[config.mk]
export PLATFORM = sky130hd
export DESIGN_NAME = lps_window
export DESIGN_NICKNAME = d
export VERILOG_FILES = /design/src/lps_pkg.sv /design/src/lps_window.sv
export SDC_FILE = /design/constraint.sdc
export NUM_CORES = 1
export LEC_CHECK = 0
export BUFFER_PORTS_ARGS = -buffer_cell sky130_fd_sc_hd__buf_2
export CORE_ASPECT_RATIO = 1.1
export CORE_MARGIN = 1.5
export CORE_UTILIZATION = 54
export CTS_CLUSTER_DIAMETER = 40
export DETAILED_ROUTE_END_ITERATION = 12
export PLACE_DENSITY = 0.77
export SLEW_MARGIN = 20
export SYNTH_ARGS = -nofsm -noshare
export SYNTH_HDL_FRONTEND = slang
export SYNTH_SLANG_ARGS = --single-unit
[constraint.sdc]
create_clock -name clk -period 5.67 [get_ports clk]
set_input_delay 0 -clock clk [delete_from_list [all_inputs] [get_ports clk]]
set_output_delay 0 -clock clk [all_outputs]
set_load 0.02 [all_outputs]
[src/lps_pkg.sv]
package lps_pkg;

  localparam int COLS_BITS      = 11;
  localparam int ROWS_BITS      = 16;
  localparam int ROW_COUNT_BITS = ROWS_BITS + 1;
  localparam int CFG_DATA_BITS  = 16;

  localparam logic [COLS_BITS-1:0] COLS_RESET = 11'd1024;
  localparam logic [ROWS_BITS-1:0] ROWS_RESET = 16'd1024;

  // register indexes of the configuration port
  typedef enum logic [0:0] {
    REG_COLS = 1'b0,
    REG_ROWS = 1'b1
  } cfg_reg_t;

  // what the raster position says about the item at hand
  typedef struct packed {
    logic emit;
    logic last;
  } pos_t;

endpackage

[src/lps_window.sv]
module lps_window #(
  parameter int SAMPLE_BITS = 16
) (
  input  logic                          clk,
  input  logic                          rst,
  input  logic                          commit,
  input  lps_pkg::pos_t                 pos,
  input  logic signed [SAMPLE_BITS-1:0] up,
  input  logic signed [SAMPLE_BITS-1:0] mid,
  input  logic signed [SAMPLE_BITS-1:0] here,
  input  logic                          out_ready,
  output logic                          out_valid,
  output logic signed [SAMPLE_BITS+2:0] laplacian,
  output logic                          out_last
);

  localparam int OW = SAMPLE_BITS + 3;

  // column c-1: north, centre, south; column c-2: centre row only
  logic signed [SAMPLE_BITS-1:0] north;
  logic signed [SAMPLE_BITS-1:0] centre;
  logic signed [SAMPLE_BITS-1:0] south;
  logic signed [SAMPLE_BITS-1:0] west;
  logic signed [OW-1:0]          lap_next;

  always_comb begin
    lap_next = (OW'(centre) <<< 2) - OW'(north) - OW'(south) - OW'(west) - OW'(mid);
  end

  always_ff @(posedge clk) begin
    if (rst) begin
      north  <= '0;
      centre <= '0;
      south  <= '0;
      west   <= '0;
    end else if (commit) begin
      north  <= up;
      centre <= mid;
      south  <= here;
      west   <= centre;
    end
  end

  always_ff @(posedge clk) begin
    if (rst) begin
      out_valid <= 1'b0;
    end else if (commit && pos.emit) begin
      out_valid <= 1'b1;
    end else if (out_ready) begin
      out_valid <= 1'b0;
    end
  end

  always_ff @(posedge clk) begin
    if (commit && pos.emit) begin
      laplacian <= lap_next;
      out_last  <= pos.last;
    end
  end

endmodule

==> results.json <==
{
  "end_kind": "flip-flop",
  "finalMaxSlewViolations": 0,
  "yosysWarnings": 0,
  "gr-total-overflow": 0,
  "cap_violations": 0,
  "final_cell_mix": "128 x inv_1, 72 x buf_2, 69 x nor2_1",
  "crit_required_ns": 5.76,
  "path_max_fanout": 4,
  "dp_hpwl_um": 6879,
  "critical-path-slowest-cell": "fa_1",
  "critical_path_class": "flip-flop to flip-flop",
  "postPlaceCellArea_mm2": 0.005712,
  "syn_area_per_cell_um2": 9.894,
  "layout_min_cycle_time_ns": 3.857,
  "tritoncts": "yes",
  "final_common_cell": "inv_1",
  "areaGrowthSynthToFinish_pct": 22.45,
  "coreArea_mm2": 0.009398,
  "fp-row-count": 37,
  "power.density_mw_per_mm2": 346.4,
  "htreeDepth": 3,
  "ctsResizeCount": 0,
  "leakage_uw": 0.003139,
  "ant_nets": 0,
  "p_int_uw": 1413,
  "worst_setup_path_start_kind": "flip-flop",
  "status": "completed",
  "drt_iter0_markers": 143,
  "cts_hold_buf": 50,
  "postCtsSetupRepairBufs": 0,
  "power_frac_clock_pct": 20.6,
  "grt_usage_pct": 20.33,
  "hp-class": "primary input to flip-flop",
  "setup_tns_ns": 0,
  "final.setup_skew_ns": 0.009700,
  "worst_skew_pair.late_latency_ns": 0.36,
  "synth_nets": 655,
  "slew-limit-headroom_pct": 42.09,
  "max_stage_delay_ns": 0.53,
  "drive_gt1_share_pct": 15.22,
  "die_h_um": 106.4,
  "netlist_area_mm2": 0.005244,
  "fmax_ghz": 0.2592,
  "grt_pass1_wl_um": 16920,
  "antenna_found_initial": 0,
  "ir_worst_vdd_mv": 0.2029,
  "synth_edf_count": 20,
  "design_area_mm2": 0.006421,
  "post-route-period-util_pct": 68.03,
  "hold_viol": 0,
  "critPathLaunch": "north[3]",
  "drtPass1Iterations": 7,
  "dp_slack_ns": 1.838,
  "fin_nets": 777,
  "setup_violations": 0,
  "switching_power_uw": 811.1,
  "switching_share_pct": 36.46,
  "finalWirelength_um": 9613,
  "globalplace.congestion": 0.7701,
  "wl_per_cell_um": 12.42,
  "die-area_mm2": 0.01031,
  "crit_chain": "inv_1, fa_1, inv_1, fa_1, fa_1, inv_1, ha_1, nand2_1, a21oi_1, o21ai_0, a31oi_1, mux2i_1, o211ai_1",
  "numPortBuffers": 74,
  "rr_startpoint": "north[3]",
  "synth_top_flop_cell": "dfxtp_1",
  "clockBufferDepth": 2,
  "ios": 75,
  "ys_ff_latch": 85,
  "clkTransAtPathRegs_ns": 0.09,
  "start_util_pct": 55.80,
  "vias": 3755,
  "rsz0062_at_grt": "false",
  "grt_pass1_vias": 3919,
  "cts_buffers": 9,
  "power_frac_comb_pct": 44.9,
  "drc_errors": 0,
  "hp-start": "commit",
  "worst_pin_slew_ns": 0.8687,
  "yosys.cell_types.count": 46,
  "cts_sinks": 85,
  "cts_root_buf": "clkbuf_8",
  "viasPerCell": 4.851,
  "crit_arrival_ns": 3.95,
  "netlist_instances": 530,
  "synth_seq_area_share_pct": 36.27,
  "grt_max_degree": 66,
  "pwr-share-seq_pct": 34.5,
  "die_w_um": 96.96,
  "n_antenna_cell": 0,
  "setup_slack_ns": 1.813,
  "async_flop_share_pct": 0
}
synth_stat cells (2+ instances only):
cell	n	area share (%)
nand3_1	4	0.38
ha_1	22	5.2
o21ai_0	11	1.0
nor2_1	69	4.9
o21bai_1	2	0.29
buf_2	5	0.48
xor2_1	8	1.3
inv_1	128	9.2
nor3_1	2	0.19
dfxtp_1	65	25
a21oi_1	19	1.8
mux2i_1	65	12
a211oi_1	2	0.29
clkbuf_1	9	0.64
o211ai_1	2	0.29
fa_1	49	19
edfxtp_1	20	11
xnor2_1	7	1.2
nand2_1	13	0.93
and2_1	2	0.24
cell type report:
type | instances | area, um^2
Clock inverter | 5 | 75.07
Multi-Input combinational cell | 303 | 2803
Timing Repair Buffer | 125 | 883.3
Tap cell | 117 | 146.4
Clock buffer | 11 | 131.4
Inverter | 128 | 480.5
Fill cell | 723 | 2977
Sequential cell | 85 | 1902
cell families after synthesis:
group,after synthesis,synth area share [%]
multiplexers,65,12.41
buffers and inverters,142,10.28
XOR/XNOR,15,2.505
flip-flops,85,36.27
AND/OR/NAND/NOR,104,8.662
AO/OA/AOI/OAI,48,5.917
adder cells (fa/ha/maj),71,23.96
worst paths after layout:
kind	cells after the start	slack, ns	end
min reg2reg	2	0.50	west[8]
max	13	1.81	laplacian[15]
min	3	0.12	south[14]
max reg2reg	13	1.81	laplacian[15]
per-stage QoR:
stage | std cells | hold WS [ns] | utilization (%) | total power [uW]
after floorplan | 530 | 0.09887 | - | 1525
after CTS | 774 | 0.09729 | 68.30 | 2238
after global placement | 708 | 0.1837 | 60.78 | 1726
final | 774 | 0.1186 | 68.33 | 2225
after global routing | 774 | 0.1203 | 68.33 | 2395
after detailed placement | 708 | 0.1840 | 60.78 | 1756
critical path: cells and delay by family, from the launching register on:
| kind | cells | cell delay, ns |
|---|---|---|
| multiplexers | 1 | 0.22 |
| AND/OR/NAND/NOR | 1 | 0.07 |
| adder cells (fa/ha/maj) | 4 | 1.88 |
| AO/OA/AOI/OAI | 4 | 0.90 |
| flip-flops | 1 | 0.36 |
| buffers and inverters | 3 | 0.16 |
state kept, by name, summed over array words and instances (netlist names):
| register | cells |
|---|---|
| laplacian | 19 |
| centre | 16 |
| out_last | 1 |
| out_valid | 1 |
| west | 16 |
| south | 16 |
| north | 16 |
power groups by stage:
stage	Clock, uW	Combinational [uW]	Sequential [uW]
2_1_floorplan	0	687	838
5_1_grt	490	1130	778
3_5_place_dp	0	973	783
3_3_place_gp	0	946	780
4_1_cts	465	1000	769
6_report	457	999	768
routing by layer:
metal | vias to the layer above | share of wire [%] | track usage [%]
li1 | 1897 | - | -
met1 | 1771 | 43 | 24.26
met2 | 77 | 52 | 37.41
met3 | 10 | 3.0 | 2.827
met4 | 0 | 1.4 | 7.143
met5 | - | 0 | 0
(Power assumes the default switching activity.)
