$ cat src/lps_pkg.sv
package lps_pkg;

  localparam int COLS_BITS      = 11;
  localparam int ROWS_BITS      = 16;
  localparam int ROW_COUNT_BITS = ROWS_BITS + 1;
  localparam int CFG_DATA_BITS  = 16;

  localparam logic [COLS_BITS-1:0] COLS_RESET = 11'd1024;
  localparam logic [ROWS_BITS-1:0] ROWS_RESET = 16'd1024;

  // register indexes of the configuration port
  typedef enum logic [0:0] {
    REG_COLS = 1'b0,
    REG_ROWS = 1'b1
  } cfg_reg_t;

  // what the raster position says about the item at hand
  typedef struct packed {
    logic emit;
    logic last;
  } pos_t;

endpackage

$ cat src/lps_raster_ctrl.sv
module lps_raster_ctrl #(
  parameter int MAX_COLS = 1024
) (
  input  logic                                  clk,
  input  logic                                  rst,
  input  logic                                  advance,
  input  logic [lps_pkg::COLS_BITS-1:0]         cols_cfg,
  input  logic [lps_pkg::ROWS_BITS-1:0]         rows_cfg,
  output logic [$clog2(MAX_COLS+2)-1:0]         col,
  output lps_pkg::pos_t                         pos
);

  localparam int CW = $clog2(MAX_COLS + 2);
  localparam int RW = lps_pkg::ROW_COUNT_BITS;

  logic [RW-1:0] row;
  logic [31:0]   cols_wide;
  logic [RW-1:0] rows_eff;
  logic          end_row;
  logic          end_grid;

  // zero acts as one, columns clamp to the buffer size
  always_comb begin
    cols_wide = (cols_cfg == '0) ? 32'd1 : 32'(cols_cfg);
    if (cols_wide > 32'(MAX_COLS)) begin
      cols_wide = 32'(MAX_COLS);
    end
    rows_eff = (rows_cfg == '0) ? RW'(1) : RW'(rows_cfg);
    end_row  = 32'(col) >= cols_wide + 32'd1;
    end_grid = end_row && (row >= rows_eff + RW'(1));
    pos.emit = (row >= RW'(2)) && (col >= CW'(2));
    pos.last = end_grid;
  end

  always_ff @(posedge clk) begin
    if (rst) begin
      col <= '0;
      row <= '0;
    end else if (advance) begin
      if (end_grid) begin
        col <= '0;
        row <= '0;
      end else if (end_row) begin
        col <= '0;
        row <= row + RW'(1);
      end else begin
        col <= col + CW'(1);
      end
    end
  end

endmodule

$ cat config.mk
export PLATFORM = sky130hd
export DESIGN_NAME = lps_raster_ctrl
export DESIGN_NICKNAME = d
export VERILOG_FILES = /design/src/lps_pkg.sv /design/src/lps_raster_ctrl.sv
export SDC_FILE = /design/constraint.sdc
export NUM_CORES = 1
export LEC_CHECK = 0
export BUFFER_PORTS_ARGS = -buffer_cell sky130_fd_sc_hd__clkbuf_2
export CELL_PAD_IN_SITES_DETAIL_PLACEMENT = 0
export CELL_PAD_IN_SITES_GLOBAL_PLACEMENT = 1
export CORE_MARGIN = 2
export CORE_UTILIZATION = 46
export CTS_CLUSTER_DIAMETER = 30
export DETAILED_ROUTE_END_ITERATION = 12
export PLACE_DENSITY = 0.88
export SKIP_CTS_REPAIR_TIMING = 1
export SLEW_MARGIN = 20
export SYNTH_ARGS = -nofsm -noshare
export SYNTH_HDL_FRONTEND = slang
export SYNTH_SLANG_ARGS = --single-unit
$ cat constraint.sdc
create_clock -name clk -period 8 [get_ports clk]
set_input_delay 1.2 -clock clk [delete_from_list [all_inputs] [get_ports clk]]
set_output_delay 1.2 -clock clk [all_outputs]
set_load 0.02 [all_outputs]
==> results of run 1 <==
[per-stage QoR]
| step | hold WS [ps] | cell area (um^2) | total power [mW] | setup WS (ps) | cells |
|---|---|---|---|---|---|
| CTS | 530 | 2910 | 0.612 | 2540 | 427 |
| global placement | 499 | 2850 | 0.513 | 2610 | 423 |
| floorplan | 478 | 2590 | 0.445 | 2890 | 316 |
| detailed placement | 505 | 2850 | 0.522 | 2560 | 423 |
| global route | 568 | 2910 | 0.664 | 2290 | 427 |
| finish | 529 | 2910 | 0.612 | 2550 | 427 |
[where the power goes]
part           internal (mW)  switching (mW)
Combinational          0.130           0.130
Clock                 0.0441          0.0465
Sequential             0.180          0.0806
[final timing paths]
kind / from / endpoint / depth (start not counted) / slack, ps
min: row[0] / row[0] / 1 / 530
max reg2reg: row[10] / row[4] / 7 / 5040
max: rows_cfg[2] / pos[0] / 14 / 2550
min reg2reg: row[0] / row[0] / 1 / 530
[worst reg2reg max path, cell delays in order (launching register included)]
cell	delay, ps
dfxtp_1	490
ha_1	310
a211oi_2	220
o211a_1	200
a221o_1	150
a41o_2	300
or4b_1	830
o31ai_1	360
[kinds of logic (layout without fill, tap and decap cells)]
| kind of cell | Yosys count | in the layout | share of synthesized area, % |
|---|---|---|---|
| AO/OA/AOI/OAI | 64 | 64 | 18.7 |
| adder cells (fa/ha/maj) | 33 | 33 | 16.0 |
| buffers and inverters | 17 | 56 | 2.95 |
| flip-flops | 28 | 28 | 21.7 |
| XOR/XNOR | 32 | 32 | 10.8 |
| AND/OR/NAND/NOR | 142 | 142 | 29.9 |
[routing by layer]
layer  global-route usage, %  share of wire (%)  vias to the layer above
met5                       0                  0                        -
met4                    5.86               0.70                        0
met3                    1.14                3.1                        2
met2                    29.5                 43                       50
met1                    29.1                 53                     1082
li1                        -                  -                     1271
[flip-flops by register name (all words and copies together), names as in the netlist]
register,count
row,17
col,11
[layout make-up]
class | instances | area (um^2) | area share (%)
well taps | 72 | 90.1 | 3.10
repair buffers | 43 | 218 | 7.49
flip-flops and latches | 28 | 561 | 19.3
clock buffers | 4 | 55.1 | 1.89
multi-input cells | 271 | 1950 | 67.1
inverters | 9 | 33.8 | 1.16
[layout by cell type (no fill, tap or decap), types with 2 or more instances in the layout]
cell type and count:
xor2_1 16, nor4_1 12, nand2b_1 8, nand4_1 12, ha_1 33, nor3b_1 6, inv_1 9, o21ai_1 11
a21oi_1 4, a22oi_1 9, dfxtp_1 28, clkbuf_8 4, or3_1 2, o21ai_0 5, a31oi_1 2, nor2_1 22
and3_1 9, and2_1 3, o21a_1 4, a21o_1 3, and4_1 3, a32oi_1 8, nor2b_1 10, xnor2_1 16
nor3_1 4, nand3_1 14, clkbuf_2 42, o31ai_1 6, nand2_1 30
==> impl_metrics.tcl, run 1 <==
set metrics [dict create \
    fin_skew_ps 5.72 \
    drt_wl_total_um 5890 \
    yosys.area.top_type "dfxtp_1" \
    path_cells "clkbuf_2 -> and4_1 -> nand4_1 -> nor3_1 -> and3_1 -> nand2_1 -> xor2_1 -> ha_1 -> a21oi_1 -> o211a_1 -> a221o_1 -> a41o_2 -> nor2_1 -> clkbuf_2" \
    crit_required_ps 6800 \
    vias 2405 \
    worst-path-buf-inv 2 \
    grt_max_degree 18 \
    final_util_pct 53.1 \
    io_pins 43 \
    drv_slew 0 \
    synth_async_sr_flop_share_pct 0 \
    crit_path_max_fanout 17 \
    die_area_um2 6240 \
    overflow 0 \
    powerDensity_nw_per_um2 210 \
    synthesis.nets 379 \
    cts_sinks 28 \
    root_buffer "clkbuf_8" \
    crit_arrival_ps 4250 \
    cts_made_buffers 3 \
    leakage_nw 1.21 \
    critPathTopFamily "simple AND/OR/NAND/NOR gates" \
    wl_per_cell_um 13.8 \
    cts_tree "built" \
    clk_latency_ps 280 \
    endpoint_kind "primary output" \
    synth_edf_count 0 \
    port_buffers 42 \
    synth_area_per_cell_um2 8.19 \
    fp.dieW_um 79 \
    die_height_um 79 \
    first_global_vias 2160 \
    antenna_cells 0 \
    final-setup-viol-count 0 \
    period_share_pct 68.1 \
    fin_crit_ps 5450 \
    startpoint_type "primary input" \
    cts_max_path_buffers 2 \
    track_usage_pct 19.3 \
    synth_area_leaders "dfxtp_1, ha_1, xnor2_1" \
    drive_gt1_share_pct 15.2 \
    via_per_inst 5.63 \
    grt_pass1_wl_um 10000 \
    start_util_pct 47.3 \
    cts.htree.levels 1 \
    synth_top_area_share_pct 21.7 \
    fin_setup_tns_ps 0 \
    rsz0062_at_grt "false" \
    core_area_um2 5470 \
    place.gp.congestion 0.795 \
    worst_slew_pin_slew_ps 714 \
    antenna_found_initial 0 \
    max_freq_ghz 0.183 \
    ant_nets 0 \
    post-synth-top-count-cell "ha_1" \
    synthFlopType "dfxtp_1" \
    status "completed" \
    first_iter_violations 154 \
    clkTransAtPathRegs_ps 100 \
    mappedNetlistArea_um2 2590 \
    fin_nets 419 \
    synth_common_cells "ha_1, nand2_1, dfxtp_1, nor2_1" \
    syn_inst 316 \
    firstDrtPassIters 4 \
    yosys_warnings 0 \
    maxSlewHeadroom_pct 52.4 \
    slowest_delay_ps 410 \
    dp_hpwl_um 4590 \
    hp-class "flip-flop to flip-flop" \
    drc 0 \
    cp_slowest_cell "nor3_1" \
    peakVddDrop_mv 0.135 \
    area_growth_pct 12.4 \
    criticalPathCategory "primary input to primary output" \
    max_cap_violations 0 \
    cpMostUsedCell "clkbuf_2" \
    fill_cells 561 \
    finalHoldViolCount 0 \
    ys_ff_latch 28 \
    ys_seq_area_share_pct 21.7 \
    num_rows 27 \
    synth.lib_cells_used.distinct 50 \
]
(Power assumes the default switching activity.)
==> run 2, diff against run 1 <==
Settings changed: ABC_AREA from default to 1, CORE_UTILIZATION 46 to 40, PLACE_DENSITY 0.88 to 0.81.
Clock period 8 ns to 5.1 ns, I/O delays scaled along.
==> impl_metrics.tcl, run 2 <==
set metrics [dict create \
    status "completed" \
    start_util_pct 41.2 \
    fp.dieW_um 90.5 \
    yosys_warnings 0 \
    synth_top_area_share_pct 18.7 \
    num_rows 31 \
    final-setup-viol-count 0 \
    drc 0 \
    synth_area_per_cell_um2 6.14 \
    fin_setup_tns_ps 0 \
    reg_top3 "row: 17 flops, col: 11 flops" \
    leakage_nw 1.84 \
    cts_tree "built" \
    first_iter_violations 98 \
    setup_ws_ps 640 \
    clk_latency_ps 280 \
    drive_gt1_share_pct 12.8 \
    drt_wl_total_um 7050 \
    cts_max_path_buffers 2 \
    antenna_cells 0 \
    fin_skew_ps 5.04 \
    powerDensity_nw_per_um2 139 \
    worst_slew_pin_slew_ps 644 \
    port_buffers 42 \
    crit_path_max_fanout 28 \
    die_height_um 90.5 \
    synth_area_leaders "dfxtp_1, nand2_1, ha_1" \
    dp_hpwl_um 5920 \
    startpoint_type "primary input" \
    syn_inst 487 \
    layout_common_cells "nand2_1, inv_1, nor2_1" \
    max_cap_violations 0 \
    maxSlewHeadroom_pct 57.1 \
    finalHoldViolCount 0 \
    peakVddDrop_mv 0.0872 \
    synth.lib_cells_used.distinct 32 \
    area_growth_pct 11.4 \
    largest_register_ff_count 17 \
    crit_required_ps 4340 \
    cts_sinks 28 \
    fin_crit_ps 4460 \
    grt_max_degree 32 \
    ant_nets 0 \
    hp-class "flip-flop to flip-flop" \
    antenna_found_initial 0 \
    post-synth-top-count-cell "nand2_1" \
    cts.htree.levels 1 \
    synthesis.nets 550 \
    core_area_um2 7250 \
    first_global_vias 2863 \
    place.gp.congestion 0.865 \
    cts_made_buffers 3 \
    io_pins 43 \
    mappedNetlistArea_um2 2990 \
    clkTransAtPathRegs_ps 90 \
    final_common_cell "nand2_1" \
    synth_async_sr_flop_share_pct 0 \
    synth_common_cells "nand2_1, inv_1, nor2_1, ha_1, nand3_1" \
    period_share_pct 87.4 \
    firstDrtPassIters 4 \
    wl_per_cell_um 11.3 \
    synthFlopType "dfxtp_1" \
    criticalPathCategory "primary input to primary output" \
    vias 3053 \
    crit_arrival_ps 3690 \
    post-place-ws_ps 621 \
    track_usage_pct 17.8 \
    grt_pass1_wl_um 12200 \
    die_area_um2 8190 \
    yosys.area.top_type "dfxtp_1" \
    ys_seq_area_share_pct 18.7 \
    top_register "row" \
    drv_slew 0 \
    max_freq_ghz 0.224 \
    endpoint_kind "primary output" \
    synth_edf_count 0 \
    ys_ff_latch 28 \
    fin_nets 589 \
    rsz0062_at_grt "false" \
    root_buffer "clkbuf_8" \
    via_per_inst 4.89 \
    overflow 0 \
]
-- run 2: cell count changes after synthesis, sizes merged, moves of 9 or more --
cell,before,now
inv,9,80
nand4,12,34
xnor2,16,4
a22oi,9,0
nor2,22,61
o21ai,16,3
nand2,30,144
nor2b,10,1
nand3,15,34
-- run 2: where the power goes --
| group | internal, mW | switching, mW |
|---|---|---|
| Clock | 0.0692 | 0.0712 |
| Sequential | 0.221 | 0.00332 |
| Combinational | 0.0357 | 0.0636 |
| Total | 0.326 | 0.138 |
-- run 2: metrics by stage --
stage          hold slack (ps)  power, mW  instance area [um^2]  std cells  util (%)
2_1_floorplan              519      0.296                  2990        487         -
3_3_place_gp               559      0.328                  3280        620      45.2
3_5_place_dp               570      0.329                  3280        620      45.2
4_1_cts                    587      0.472                  3330        624      46.0
5_1_grt                    618      0.497                  3330        624      46.0
6_report                   584      0.464                  3330        624      46.0
-- run 2: worst paths after layout --
path	startpoint	endpoint	slack (ps)	cells past startpoint
max	cols_cfg[3]	pos[0]	640	19
min	row[0]	row[0]	580	4
max reg2reg	col[7]	row[7]	2690	11
min reg2reg	row[0]	row[0]	580	4
-- run 2: kinds of logic (layout without fill, tap and decap cells) --
group / after synthesis / in the layout / share of synthesized area (%)
fa+ha+maj: 33 / 33 / 13.8
buf+inv: 88 / 126 / 11.6
compound gates: 18 / 18 / 3.51
flops: 28 / 28 / 18.7
simple gates: 302 / 302 / 47.1
xor+xnor: 18 / 18 / 5.27
-- run 2: metal layers --
metal	global-route usage [%]	up-vias	wire length [um]
li1	-	1648	-
met1	21.6	1354	3220
met2	32.3	41	3510
met3	2.42	10	177
met4	6.03	0	143
met5	0	-	0
-- run 2: area by class of cell --
| cell class | instances | area, um^2 |
|---|---|---|
| clock buffers | 4 | 55.1 |
| fillers | 808 | 3920 |
| inverters | 80 | 300 |
| multi-input cells | 371 | 2080 |
| flip-flops and latches | 28 | 561 |
| well taps | 99 | 124 |
| repair buffers | 42 | 210 |
-- run 2: worst max-delay path, cell delays in order --
cell and delay, ps:
clkbuf_2 110, nor2_1 120, nand3_1 120, o21ai_2 390, nand2_1 130, inv_1 120
ha_1 230, inv_1 50, nor2_1 160, nand2_1 80, xor2_1 140, inv_1 50
ha_1 170, a21o_1 150, a21oi_1 210, nand3_4 320, nand2_1 160, inv_1 50
clkbuf_2 140
